**src/hw/rtl/sorted_priority_queue_assert.svh**
```systemverilog
// ----------------------------------------------------------------------------
// Sorted priority queue assertion macros
// Concurrent checks clocked on i_clk, disabled while i_rst_n is low.
// ----------------------------------------------------------------------------
`ifndef SORTED_PRIORITY_QUEUE_ASSERT_SVH
`define SORTED_PRIORITY_QUEUE_ASSERT_SVH

// same-cycle implication
`define SPQ_ASSERT_NOW(lbl, ante, cons) \
    lbl: assert property (@(posedge i_clk) disable iff (!i_rst_n) (ante) |-> (cons)) \
        else $error("sorted_priority_queue check failed");

// next-cycle implication
`define SPQ_ASSERT_NEXT(lbl, ante, cons) \
    lbl: assert property (@(posedge i_clk) disable iff (!i_rst_n) (ante) |=> (cons)) \
        else $error("sorted_priority_queue check failed");

`endif

```
**src/hw/rtl/spq_pkg.sv**
```systemverilog
// ----------------------------------------------------------------------------
// Sorted priority queue package
// Transaction types, operation and status codes, cell control types.
// ----------------------------------------------------------------------------
package spq_pkg;

    localparam int ID_W   = 16;
    localparam int PRIO_W = 16;

    typedef logic [2:0] t_op;
    localparam t_op OP_ENQUEUE = 3'd0;
    localparam t_op OP_DEQUEUE = 3'd1;
    localparam t_op OP_REMOVE  = 3'd2;
    localparam t_op OP_QUERY   = 3'd3;
    localparam t_op OP_PEEK    = 3'd4;

    typedef logic [1:0] t_status;
    localparam t_status ST_OK      = 2'd0;
    localparam t_status ST_EMPTY   = 2'd1;
    localparam t_status ST_FULL    = 2'd2;
    localparam t_status ST_NOMATCH = 2'd3;

    typedef logic [1:0] t_cell_mode;
    localparam t_cell_mode CM_HOLD   = 2'd0;
    localparam t_cell_mode CM_INSERT = 2'd1;
    localparam t_cell_mode CM_SHIFT  = 2'd2;

    typedef struct packed {
        t_op               operation;
        logic [ID_W-1:0]   item_id;
        logic [PRIO_W-1:0] item_priority;
        logic [3:0]        item_rank;
    } t_req;

    typedef struct packed {
        logic [ID_W-1:0]   out_id;
        logic [PRIO_W-1:0] out_priority;
        logic              found;
        t_status           status;
        logic [4:0]        entry_count;
    } t_rsp;

    // broadcast to every cell
    typedef struct packed {
        t_cell_mode        mode;
        logic [ID_W-1:0]   id;
        logic [PRIO_W-1:0] prio;
    } t_cell_cmd;

    typedef struct packed {
        logic [ID_W-1:0]   id;
        logic [PRIO_W-1:0] prio;
    } t_entry;

endpackage

```
**src/hw/rtl/spq_chan_if.sv**
```systemverilog
// ----------------------------------------------------------------------------
// Sorted priority queue channel
// Valid/ready channel carrying one payload per transaction.
// ----------------------------------------------------------------------------
interface spq_chan_if #(
    parameter type t_payload = logic
) ();
    logic     valid;
    logic     ready;
    t_payload payload;

    modport source (output valid, output payload, input ready);
    modport sink   (input valid, input payload, output ready);
endinterface

```
**src/hw/rtl/spq_cell.sv**
```systemverilog
// ----------------------------------------------------------------------------
// Sorted priority queue cell
// Holds one entry; inserts, keeps, or takes a neighbor's entry each cycle.
// ----------------------------------------------------------------------------
module spq_cell (
    input  logic               i_clk,
    input  spq_pkg::t_cell_cmd i_cmd,
    input  logic               i_occ,
    input  spq_pkg::t_entry    i_left,
    input  logic               i_left_le,
    input  spq_pkg::t_entry    i_right,
    input  logic               i_take_right,
    output spq_pkg::t_entry    o_entry,
    output logic               o_le,
    output logic               o_match
);

    spq_pkg::t_entry r_entry;
    spq_pkg::t_entry n_entry;

    assign o_entry = r_entry;
    assign o_le    = i_occ && (r_entry.prio <= i_cmd.prio);
    assign o_match = i_occ && (r_entry.id == i_cmd.id);

    always_comb begin
        n_entry = r_entry;
        unique case (i_cmd.mode)
            spq_pkg::CM_INSERT: begin
                if (!i_left_le) begin
                    n_entry = i_left;
                end else if (!o_le) begin
                    n_entry.id   = i_cmd.id;
                    n_entry.prio = i_cmd.prio;
                end
            end
            spq_pkg::CM_SHIFT: begin
                if (i_take_right) begin
                    n_entry = i_right;
                end
            end
            default: ;
        endcase
    end

    always_ff @(posedge i_clk) begin
        r_entry <= n_entry;
    end

endmodule

```
**src/hw/rtl/sorted_priority_queue.sv**
```systemverilog
// ----------------------------------------------------------------------------
// Sorted priority queue
// Bounded (id, priority) queue kept in ascending priority order, ties FIFO.
// ----------------------------------------------------------------------------
// One operation per transaction: enqueue, dequeue, remove by id, query id,
// peek by rank. Entries live in a row of CAPACITY cells, lowest priority at
// cell 0; every cell updates in the cycle the request is taken, comparing
// against the broadcast key and moving data one cell left or right. The
// response appears in the output register on the next cycle; a new request
// is taken every cycle while that register is empty or being drained.
// Entry contents are not cleared by reset; only the count and output valid are.
module sorted_priority_queue #(
    parameter int CAPACITY = 16
) (
    input  logic            i_clk,
    input  logic            i_rst_n,
    spq_chan_if.sink        i_req,
    spq_chan_if.source      o_rsp
);

    localparam int CNTW = $clog2(CAPACITY + 1);
    localparam int WIDE = CNTW + 5;

    logic [CNTW-1:0]    r_count;
    logic [CNTW-1:0]    n_count;
    logic               r_rsp_valid;
    logic               n_rsp_valid;
    spq_pkg::t_rsp      r_rsp;
    spq_pkg::t_rsp      n_rsp;

    spq_pkg::t_req      req;
    spq_pkg::t_cell_cmd cmd;
    logic               accept;

    spq_pkg::t_entry    cell_entry [CAPACITY];
    logic [CAPACITY-1:0] occ;
    logic [CAPACITY-1:0] le;
    logic [CAPACITY-1:0] match;
    logic [CAPACITY-1:0] hit_upto;
    logic [CAPACITY-1:0] take_right;
    logic               any_match;
    logic [WIDE-1:0]    rank_ext;
    logic [WIDE-1:0]    count_ext;
    logic [WIDE-1:0]    n_count_ext;
    spq_pkg::t_entry    peek_entry;
    logic               enq_full;
    logic               deq_ok;

    assign req         = i_req.payload;
    assign i_req.ready = !r_rsp_valid || o_rsp.ready;
    assign accept      = i_req.valid && i_req.ready;
    assign o_rsp.valid   = r_rsp_valid;
    assign o_rsp.payload = r_rsp;

    genvar g;
    generate
        for (g = 0; g < CAPACITY; g++) begin : g_cell
            localparam logic [CAPACITY-1:0] MASK = {CAPACITY{1'b1}} >> (CAPACITY - 1 - g);
            spq_pkg::t_entry left_e;
            spq_pkg::t_entry right_e;
            logic            left_le;

            assign occ[g]      = r_count > CNTW'(g);
            assign hit_upto[g] = |(match & MASK);

            if (g == 0) begin : g_first
                assign left_e  = cell_entry[g];
                assign left_le = 1'b1;
            end else begin : g_mid
                assign left_e  = cell_entry[g-1];
                assign left_le = le[g-1];
            end
            if (g == CAPACITY - 1) begin : g_last
                assign right_e = cell_entry[g];
            end else begin : g_inner
                assign right_e = cell_entry[g+1];
            end

            spq_cell u_cell (
                .i_clk        (i_clk),
                .i_cmd        (cmd),
                .i_occ        (occ[g]),
                .i_left       (left_e),
                .i_left_le    (left_le),
                .i_right      (right_e),
                .i_take_right (take_right[g]),
                .o_entry      (cell_entry[g]),
                .o_le         (le[g]),
                .o_match      (match[g])
            );
        end
    endgenerate

    assign any_match   = |match;
    assign rank_ext    = WIDE'(req.item_rank);
    assign count_ext   = WIDE'(r_count);
    assign n_count_ext = WIDE'(n_count);

    always_comb begin
        peek_entry = '0;
        for (int i = 0; i < CAPACITY; i++) begin
            if (rank_ext == WIDE'(i)) begin
                peek_entry = peek_entry | cell_entry[i];
            end
        end
    end

    always_comb begin
        n_count     = r_count;
        n_rsp_valid = r_rsp_valid && !o_rsp.ready;
        n_rsp       = r_rsp;
        cmd.mode    = spq_pkg::CM_HOLD;
        cmd.id      = req.item_id;
        cmd.prio    = req.item_priority;
        take_right  = '0;
        if (accept) begin
            n_rsp_valid        = 1'b1;
            n_rsp.out_id       = '0;
            n_rsp.out_priority = '0;
            n_rsp.found        = 1'b0;
            n_rsp.status       = spq_pkg::ST_OK;
            unique case (req.operation)
                spq_pkg::OP_ENQUEUE: begin
                    if (r_count == CNTW'(CAPACITY)) begin
                        n_rsp.status = spq_pkg::ST_FULL;
                    end else begin
                        cmd.mode = spq_pkg::CM_INSERT;
                        n_count  = r_count + CNTW'(1);
                    end
                end
                spq_pkg::OP_DEQUEUE: begin
                    if (r_count == '0) begin
                        n_rsp.status = spq_pkg::ST_EMPTY;
                    end else begin
                        cmd.mode           = spq_pkg::CM_SHIFT;
                        take_right         = '1;
                        n_rsp.out_id       = cell_entry[0].id;
                        n_rsp.out_priority = cell_entry[0].prio;
                        n_rsp.found        = 1'b1;
                        n_count            = r_count - CNTW'(1);
                    end
                end
                spq_pkg::OP_REMOVE: begin
                    if (r_count == '0) begin
                        n_rsp.status = spq_pkg::ST_EMPTY;
                    end else if (any_match) begin
                        cmd.mode    = spq_pkg::CM_SHIFT;
                        take_right  = hit_upto;
                        n_rsp.found = 1'b1;
                        n_count     = r_count - CNTW'(1);
                    end else begin
                        n_rsp.status = spq_pkg::ST_NOMATCH;
                    end
                end
                spq_pkg::OP_QUERY: begin
                    if (r_count == '0) begin
                        n_rsp.status = spq_pkg::ST_EMPTY;
                    end else if (any_match) begin
                        n_rsp.found = 1'b1;
                    end else begin
                        n_rsp.status = spq_pkg::ST_NOMATCH;
                    end
                end
                spq_pkg::OP_PEEK: begin
                    if (r_count == '0) begin
                        n_rsp.status = spq_pkg::ST_EMPTY;
                    end else if (rank_ext < count_ext) begin
                        n_rsp.out_id       = peek_entry.id;
                        n_rsp.out_priority = peek_entry.prio;
                        n_rsp.found        = 1'b1;
                    end else begin
                        n_rsp.status = spq_pkg::ST_NOMATCH;
                    end
                end
                default: ;
            endcase
            n_rsp.entry_count = n_count_ext[4:0];
        end
    end

    always_ff @(posedge i_clk) begin
        if (!i_rst_n) begin
            r_count     <= '0;
            r_rsp_valid <= 1'b0;
        end else begin
            r_count     <= n_count;
            r_rsp_valid <= n_rsp_valid;
        end
        r_rsp <= n_rsp;
    end

    assign enq_full = accept && (req.operation == spq_pkg::OP_ENQUEUE)
                      && (r_count == CNTW'(CAPACITY));
    assign deq_ok   = accept && (req.operation == spq_pkg::OP_DEQUEUE)
                      && (r_count != '0);

`include "sorted_priority_queue_assert.svh"

    `SPQ_ASSERT_NOW(a_count_bound, 1'b1, r_count <= CNTW'(CAPACITY))
    `SPQ_ASSERT_NEXT(a_full_holds, enq_full, $stable(r_count))
    `SPQ_ASSERT_NEXT(a_deq_dec, deq_ok, r_count == $past(r_count) - CNTW'(1))
    `SPQ_ASSERT_NOW(a_found_ok, r_rsp_valid && r_rsp.found, r_rsp.status == spq_pkg::ST_OK)

endmodule

```
**src/flat_wrapper.sv**
```systemverilog
// flat-port wrapper written by rule: the top's interface ports become plain ports
module sorted_priority_queue_flat 
#(
    parameter int CAPACITY = 16
)
  (i_clk, i_rst_n, i_req_valid, i_req_payload, i_req_ready, o_rsp_valid, o_rsp_payload, o_rsp_ready);
  spq_chan_if #(.t_payload(spq_pkg::t_req)) i_req_i ();
  spq_chan_if #(.t_payload(spq_pkg::t_rsp)) o_rsp_i ();
  input  logic i_clk;
  input  logic i_rst_n;
  input wire logic [$bits(i_req_i.valid)-1:0] i_req_valid;
  input wire logic [$bits(i_req_i.payload)-1:0] i_req_payload;
  output wire logic [$bits(i_req_i.ready)-1:0] i_req_ready;
  output wire logic [$bits(o_rsp_i.valid)-1:0] o_rsp_valid;
  output wire logic [$bits(o_rsp_i.payload)-1:0] o_rsp_payload;
  input wire logic [$bits(o_rsp_i.ready)-1:0] o_rsp_ready;
  assign i_req_i.valid = i_req_valid;
  assign i_req_i.payload = i_req_payload;
  assign i_req_ready = i_req_i.ready;
  assign o_rsp_valid = o_rsp_i.valid;
  assign o_rsp_payload = o_rsp_i.payload;
  assign o_rsp_i.ready = o_rsp_ready;
  sorted_priority_queue #(.CAPACITY(CAPACITY)) u_core (.i_clk(i_clk), .i_rst_n(i_rst_n), .i_req(i_req_i), .o_rsp(o_rsp_i));
endmodule
```
**config.mk**
```make
export PLATFORM = sky130hd
export DESIGN_NAME = sorted_priority_queue_flat
export DESIGN_NICKNAME = d
export VERILOG_FILES = /design/src/hw/rtl/spq_pkg.sv /design/src/hw/rtl/spq_chan_if.sv /design/src/hw/rtl/spq_cell.sv /design/src/hw/rtl/sorted_priority_queue.sv /design/src/flat_wrapper.sv
export VERILOG_INCLUDE_DIRS = /design/src /design/src/hw/rtl
export SDC_FILE = /design/constraint.sdc
export NUM_CORES = 2
export LEC_CHECK = 0
export BUFFER_PORTS_ARGS = -buffer_cell sky130_fd_sc_hd__buf_2
export CAP_MARGIN = 25
export CELL_PAD_IN_SITES_DETAIL_PLACEMENT = 1
export CELL_PAD_IN_SITES_GLOBAL_PLACEMENT = 1
export CORE_MARGIN = 1.5
export CORE_UTILIZATION = 43
export CTS_CLUSTER_DIAMETER = 100
export DETAILED_ROUTE_END_ITERATION = 16
export HOLD_SLACK_MARGIN = 0.12
export PLACE_DENSITY = 0.74
export RECOVER_POWER = 25
export SLEW_MARGIN = 20
export SYNTH_ARGS = -nofsm -noshare
export SYNTH_HDL_FRONTEND = slang
export SYNTH_HIERARCHICAL = 1
export SYNTH_SLANG_ARGS = --single-unit
```
**constraint.sdc**
```tcl
create_clock -name i_clk -period 7.1 [get_ports i_clk]
set_clock_uncertainty 0.15 [all_clocks]
set_input_delay 1.065 -clock i_clk [delete_from_list [all_inputs] [get_ports i_clk]]
set_output_delay 1.065 -clock i_clk [all_outputs]
set_load 0.1 [all_outputs]
```
* Yosys cells after proc, flatten, opt, wreduce, memory -nomap -nowiden
Index checks and enable logic that the tools add are counted.
Storage, ports and cells: register bits 558, bits of input ports 43, word-level logic and storage cells 340, output and inout port bits 42
Operators by class: reduce and logical (&&, ||, !) cells 73, mux-type cells 109, equality and inequality tests 69, magnitude comparators 33, bitwise logic cells 15, add/subtract/negate cells 2
Operator list (count):
- $mux W32 | 62
- $pmux W32 S2 | 16
- $or A32 B32 Y32 | 15
- $eq A16 B16 Y1 | 16
- $le A16 B16 Y1 | 16
- $mux W33 | 3
- $mux W15 | 4
- $reduce_and A3 Y1 | 15
- $ne A3 B3 Y1 const B | 14
- $gt A5 B4 Y1 const B | 8
- $logic_and A1 B1 Y1 | 34
- $eq A4 B4 Y1 const B | 8
- $ne A2 B1 Y1 const B | 15
- $pmux W15 S2 | 1
- $mux W5 | 5
- $gt A5 B3 Y1 const B | 4
- $mux W2 | 9
- $eq A4 B3 Y1 const B | 4
- $reduce_or A16 Y1 | 1
- $pmux W5 S3 | 1
- $reduce_or A15 Y1 | 1
- $reduce_or A14 Y1 | 1
- $reduce_or A13 Y1 | 1
- $reduce_or A12 Y1 | 1
- other kinds (35) | 46

* Depth between registers and ports, before layout
depth in word-level cells 35, depth in mapped cells 20, depth with buffers taken out 16

* Hierarchy
Netlist, hierarchy kept.
Modules (own cells, without submodules):
- spq_cell | seq. area each 960.9 um^2, times used 16, cells an instance 226, area each 2239.6 um^2
- sorted_priority_queue | seq. area each 1321.3 um^2, times used 1, cells an instance 799, area each 6200.9 um^2

* Worst setup path after synthesis
Ideal clock, no wire load.
path kind input -> register, start point input o_rsp_ready, end point register u_core.g_cell[0].u_cell.r_entry (netlist bit u_core/g_cell[0].u_cell/o_entry[0]) (enable), arrival time 6.016 ns, data required time 6.562 ns, path slack 0.547 ns, path buffers 3, stages 12, library setup time 0.388 ns, cells stage by stage nand2b_1 and2_0 nand2_1 or3_1 buf_6 buf_8 inv_1 nor2b_1 clkbuf_1 nand2_1 o21ai_0 a21o_1
RTL lines:
- start, declared | RTL line flat_wrapper.sv:16 | input wire logic [$bits(o_rsp_i.ready)-1:0] o_rsp_ready;
- end signal, assigned | RTL line spq_cell.sv:46 | r_entry <= n_entry;
- end, declared | RTL line spq_cell.sv:18 | spq_pkg::t_entry r_entry;

* Final worst setup path
start point input i_req_payload[2], end point register u_core.r_rsp (netlist bit u_core/o_rsp.payload[9]), data pin
Between the ends: word-level cells in the longest chain between the ends 35, elaborated cells between the ends (all ways) 51, classes of those cells order compare (1); eq/ne (15); mux (19); bitwise (15); reduce/logical (1)
RTL lines:
- start, declared | RTL line flat_wrapper.sv:12 | input wire logic [$bits(i_req_i.payload)-1:0] i_req_payload;
- $logic_not A10 Y1 | RTL line sorted_priority_queue.sv:102 | if (rank_ext == WIDE'(i)) begin
- $mux W32 | RTL line sorted_priority_queue.sv:102
- $or A32 B32 Y32 | RTL line sorted_priority_queue.sv:103 | peek_entry = peek_entry | cell_entry[i];
- $mux W32 | RTL line sorted_priority_queue.sv:102
- $or A32 B32 Y32 | RTL line sorted_priority_queue.sv:103
- $mux W32 | RTL line sorted_priority_queue.sv:102
- $or A32 B32 Y32 | RTL line sorted_priority_queue.sv:103
- $mux W32 | RTL line sorted_priority_queue.sv:102
- [... 19 more ...]
- $mux W32 | RTL line sorted_priority_queue.sv:102
- $or A32 B32 Y32 | RTL line sorted_priority_queue.sv:103
- $mux W32 | RTL line sorted_priority_queue.sv:102
- $or A32 B32 Y32 | RTL line sorted_priority_queue.sv:103
- $mux W32 | RTL line sorted_priority_queue.sv:102
- $mux W33 (*) | RTL line sorted_priority_queue.sv:167 | end else if (rank_ext < count_ext) begin
- $mux W33 (*) | RTL line sorted_priority_queue.sv:165 | if (r_count == '0) begin
- $pmux W32 S2 (*) | RTL line sorted_priority_queue.sv:122 | unique case (req.operation)
- end signal, assigned | RTL line sorted_priority_queue.sv:189 | r_rsp <= n_rsp;
- end, declared | RTL line sorted_priority_queue.sv:28 | spq_pkg::t_rsp r_rsp;
Every way passes the cells marked *; elsewhere a longest branch is shown, timed or not. A chain may end at the register's enable or synchronous reset.

==> out/metrics.csv <==
metric,value,unit
final hold violations,0,
gate count after technology mapping,4414,
area delta synth->final,10.88,%
crit-path cells,clkbuf_2 -> clkbuf_1 -> nor4bb_1 -> clkbuf_2 -> a22oi_1 -> nand3_1 -> nor3_1 -> o21ai_0,
Synth Cell Area,42030,µm²
WP data required,7.26,ns
"Max FO, Critical Path",44,
syn_area_per_cell,9.521,µm²
GRT Total Usage,0.3093,
clock sinks,558,
Die W,315.6,µm
outcome,"finished, violations left",
number of buffers added on ports,84,
endpoints failing setup,0,
most used cell along the critical path,clkbuf_2,
Pwr Total,0.009133,W
worst slew pin tran,3.135,ns
remaining global-route overflow,0,
row cnt,114,
"Slew Viols, Final",92,
Syn Nets,4721,
worst reg2reg startpoint,u_core/r_count[1]$_SDFF_PN0_,
initial antenna violation count,9,
Worst Setup End Kind,register,
Worst Setup SP,i_req_payload[2],
CP endpoint,u_core/o_rsp.payload[9]$_DFFE_PP_,
initial DRC count,3976,
Clock Path Buffers,3,
TNS Setup,0,ns
failing checks,"capacitance limit, slew limit",
first-pass GRT wire length,230600,µm
routed wire length per instance,27.12,µm
share of cells above drive strength 1,0.09312,
CTS Hold Bufs,0,
CTS clock-pin slew for the worst setup and hold paths,0.05,ns
CP max stage delay,2.26,ns
"most common cell after layout, fill and taps aside",nand2_1,
worst reg2reg path depth,16,
H-tree levels,3,
fmax,0.1543,GHz
WS Path Type,in -> reg,
largest net degree at the start of global routing,65,
Final period util,0.9130,
max-cap viol count,3,
PnR worst setup slack,0.6174,ns
CORE AREA,96710,µm²
Via density,6.203,
Placer Congestion,0.9191,
RSZ-0062 raised after global routing,false,
crit path DAT,6.64,ns
Synthesis Warnings,6,
Post-CTS Setup Bufs,0,
initial core utilization,0.4346,
cell family with the largest share of critical-path delay,buffers and inverters,
Inserted Clock Buffers,72,
post-layout min period,6.483,ns
Max IR drop VDD,0.1436,mV
number of global-route vias before repair,35260,
Power Dens Cells,196.0,nW/µm²
DRT antenna net count,0,
CP max stage cell,clkbuf_1,
Final nets,4732,
clock latency on the worst-skew pair,0.65,ns
Root Buffer,clkbuf_16,
Levels on crit path,8,
Worst Setup Start Kind,primary input,
pre-CTS setup slack,1.139,ns
first drt pass iteration count,6,
dpl hpwl,120500,µm
die height,315.6,µm
R2R setup slack,0.81,ns
"Buf+Inv Stages, Crit Path",3,
via count,35710,
Filler cells,10970,
num ports,85,
CTS resizes,0,
"commonest non-fill, non-tap cells in the layout","nand2_1, o21ai_0, edfxtp_1",
worst hold slack,0.4703,ns
die area,99620,µm²
r2r endpoint,u_core/g_cell[5].u_cell/o_entry[24]$_DFFE_PP_,
max_slew headroom,-1.090,
Leakage,15.92,nW
Hold WC Path Type,reg -> reg,
CTS tree,built,
total routed wirelength,156100,µm
drt drc,0,
-- routing by layer --
layer | part of all wire | GRT usage | vias to the layer above
met5 | 0.00024 | 0.0004735 | -
met4 | 0.024 | 0.08591 | 6
met3 | 0.11 | 0.08894 | 206
met2 | 0.43 | 0.4557 | 1399
met1 | 0.44 | 0.4401 | 17960
li1 | - | - | 16140
-- stage by stage --
| step | util | instance area, µm² | cells |
|---|---|---|---|
| finish | 0.4818 | 46600 | 5757 |
| floorplan | - | 42030 | 4414 |
| detailed placement | 0.4581 | 44300 | 5620 |
| global route | 0.4818 | 46600 | 5756 |
| CTS | 0.4828 | 46690 | 5747 |
| global placement | 0.4579 | 44280 | 5618 |
-- flip-flops by register name (all words and copies together) (netlist names) --
register / count
u_core/r_count: 5
u_core/o_rsp.valid: 1
u_core/g_cell.u_cell/o_entry: 512
u_core/o_rsp.payload: 40
-- worst min path at each step --
stage                                                            start                                           end  slack, ns  depth (start not counted)
after detailed placement                 u_core/o_rsp.valid$_SDFF_PN0_                 u_core/o_rsp.valid$_SDFF_PN0_       0.48                          2
after CTS                                                      i_rst_n                  u_core/r_count[2]$_SDFF_PN0_       0.46                          2
after floorplan           u_core/g_cell[5].u_cell/o_entry[0]$_DFFE_PP_  u_core/g_cell[4].u_cell/o_entry[0]$_DFFE_PP_       0.41                          2
final                                    u_core/o_rsp.valid$_SDFF_PN0_                 u_core/o_rsp.valid$_SDFF_PN0_       0.47                          2
after global placement                   u_core/o_rsp.valid$_SDFF_PN0_                 u_core/o_rsp.valid$_SDFF_PN0_       0.43                          2
after global routing                                           i_rst_n                  u_core/r_count[2]$_SDFF_PN0_       0.51                          2
-- power by group --
part	internal (W)	leakage, nW	total (W)	switching [W]
registers	0.00378	5.14	0.00396	0.000181
clock network	0.00230	1.17	0.00385	0.00155
logic	0.000461	9.61	0.00132	0.000861
-- cell type report --
type	count	area (µm²)	area share
clock buffer	85	1893	0.04063
multi-input combinational	3312	23560	0.5055
inverter	289	1085	0.02328
timing repair buffer	192	1269	0.02723
sequential	558	16700	0.3583
clock inverter	42	495.5	0.01063
antenna	3	7.507	0.0001611
tap	1276	1597	0.03426
-- tightest hold or removal path: stages, from the launching register on --
cell	delay, ns
dfxtp_1	0.31
nand2b_1	0.16
a21oi_1	0.10
(Power assumes the default switching activity.)
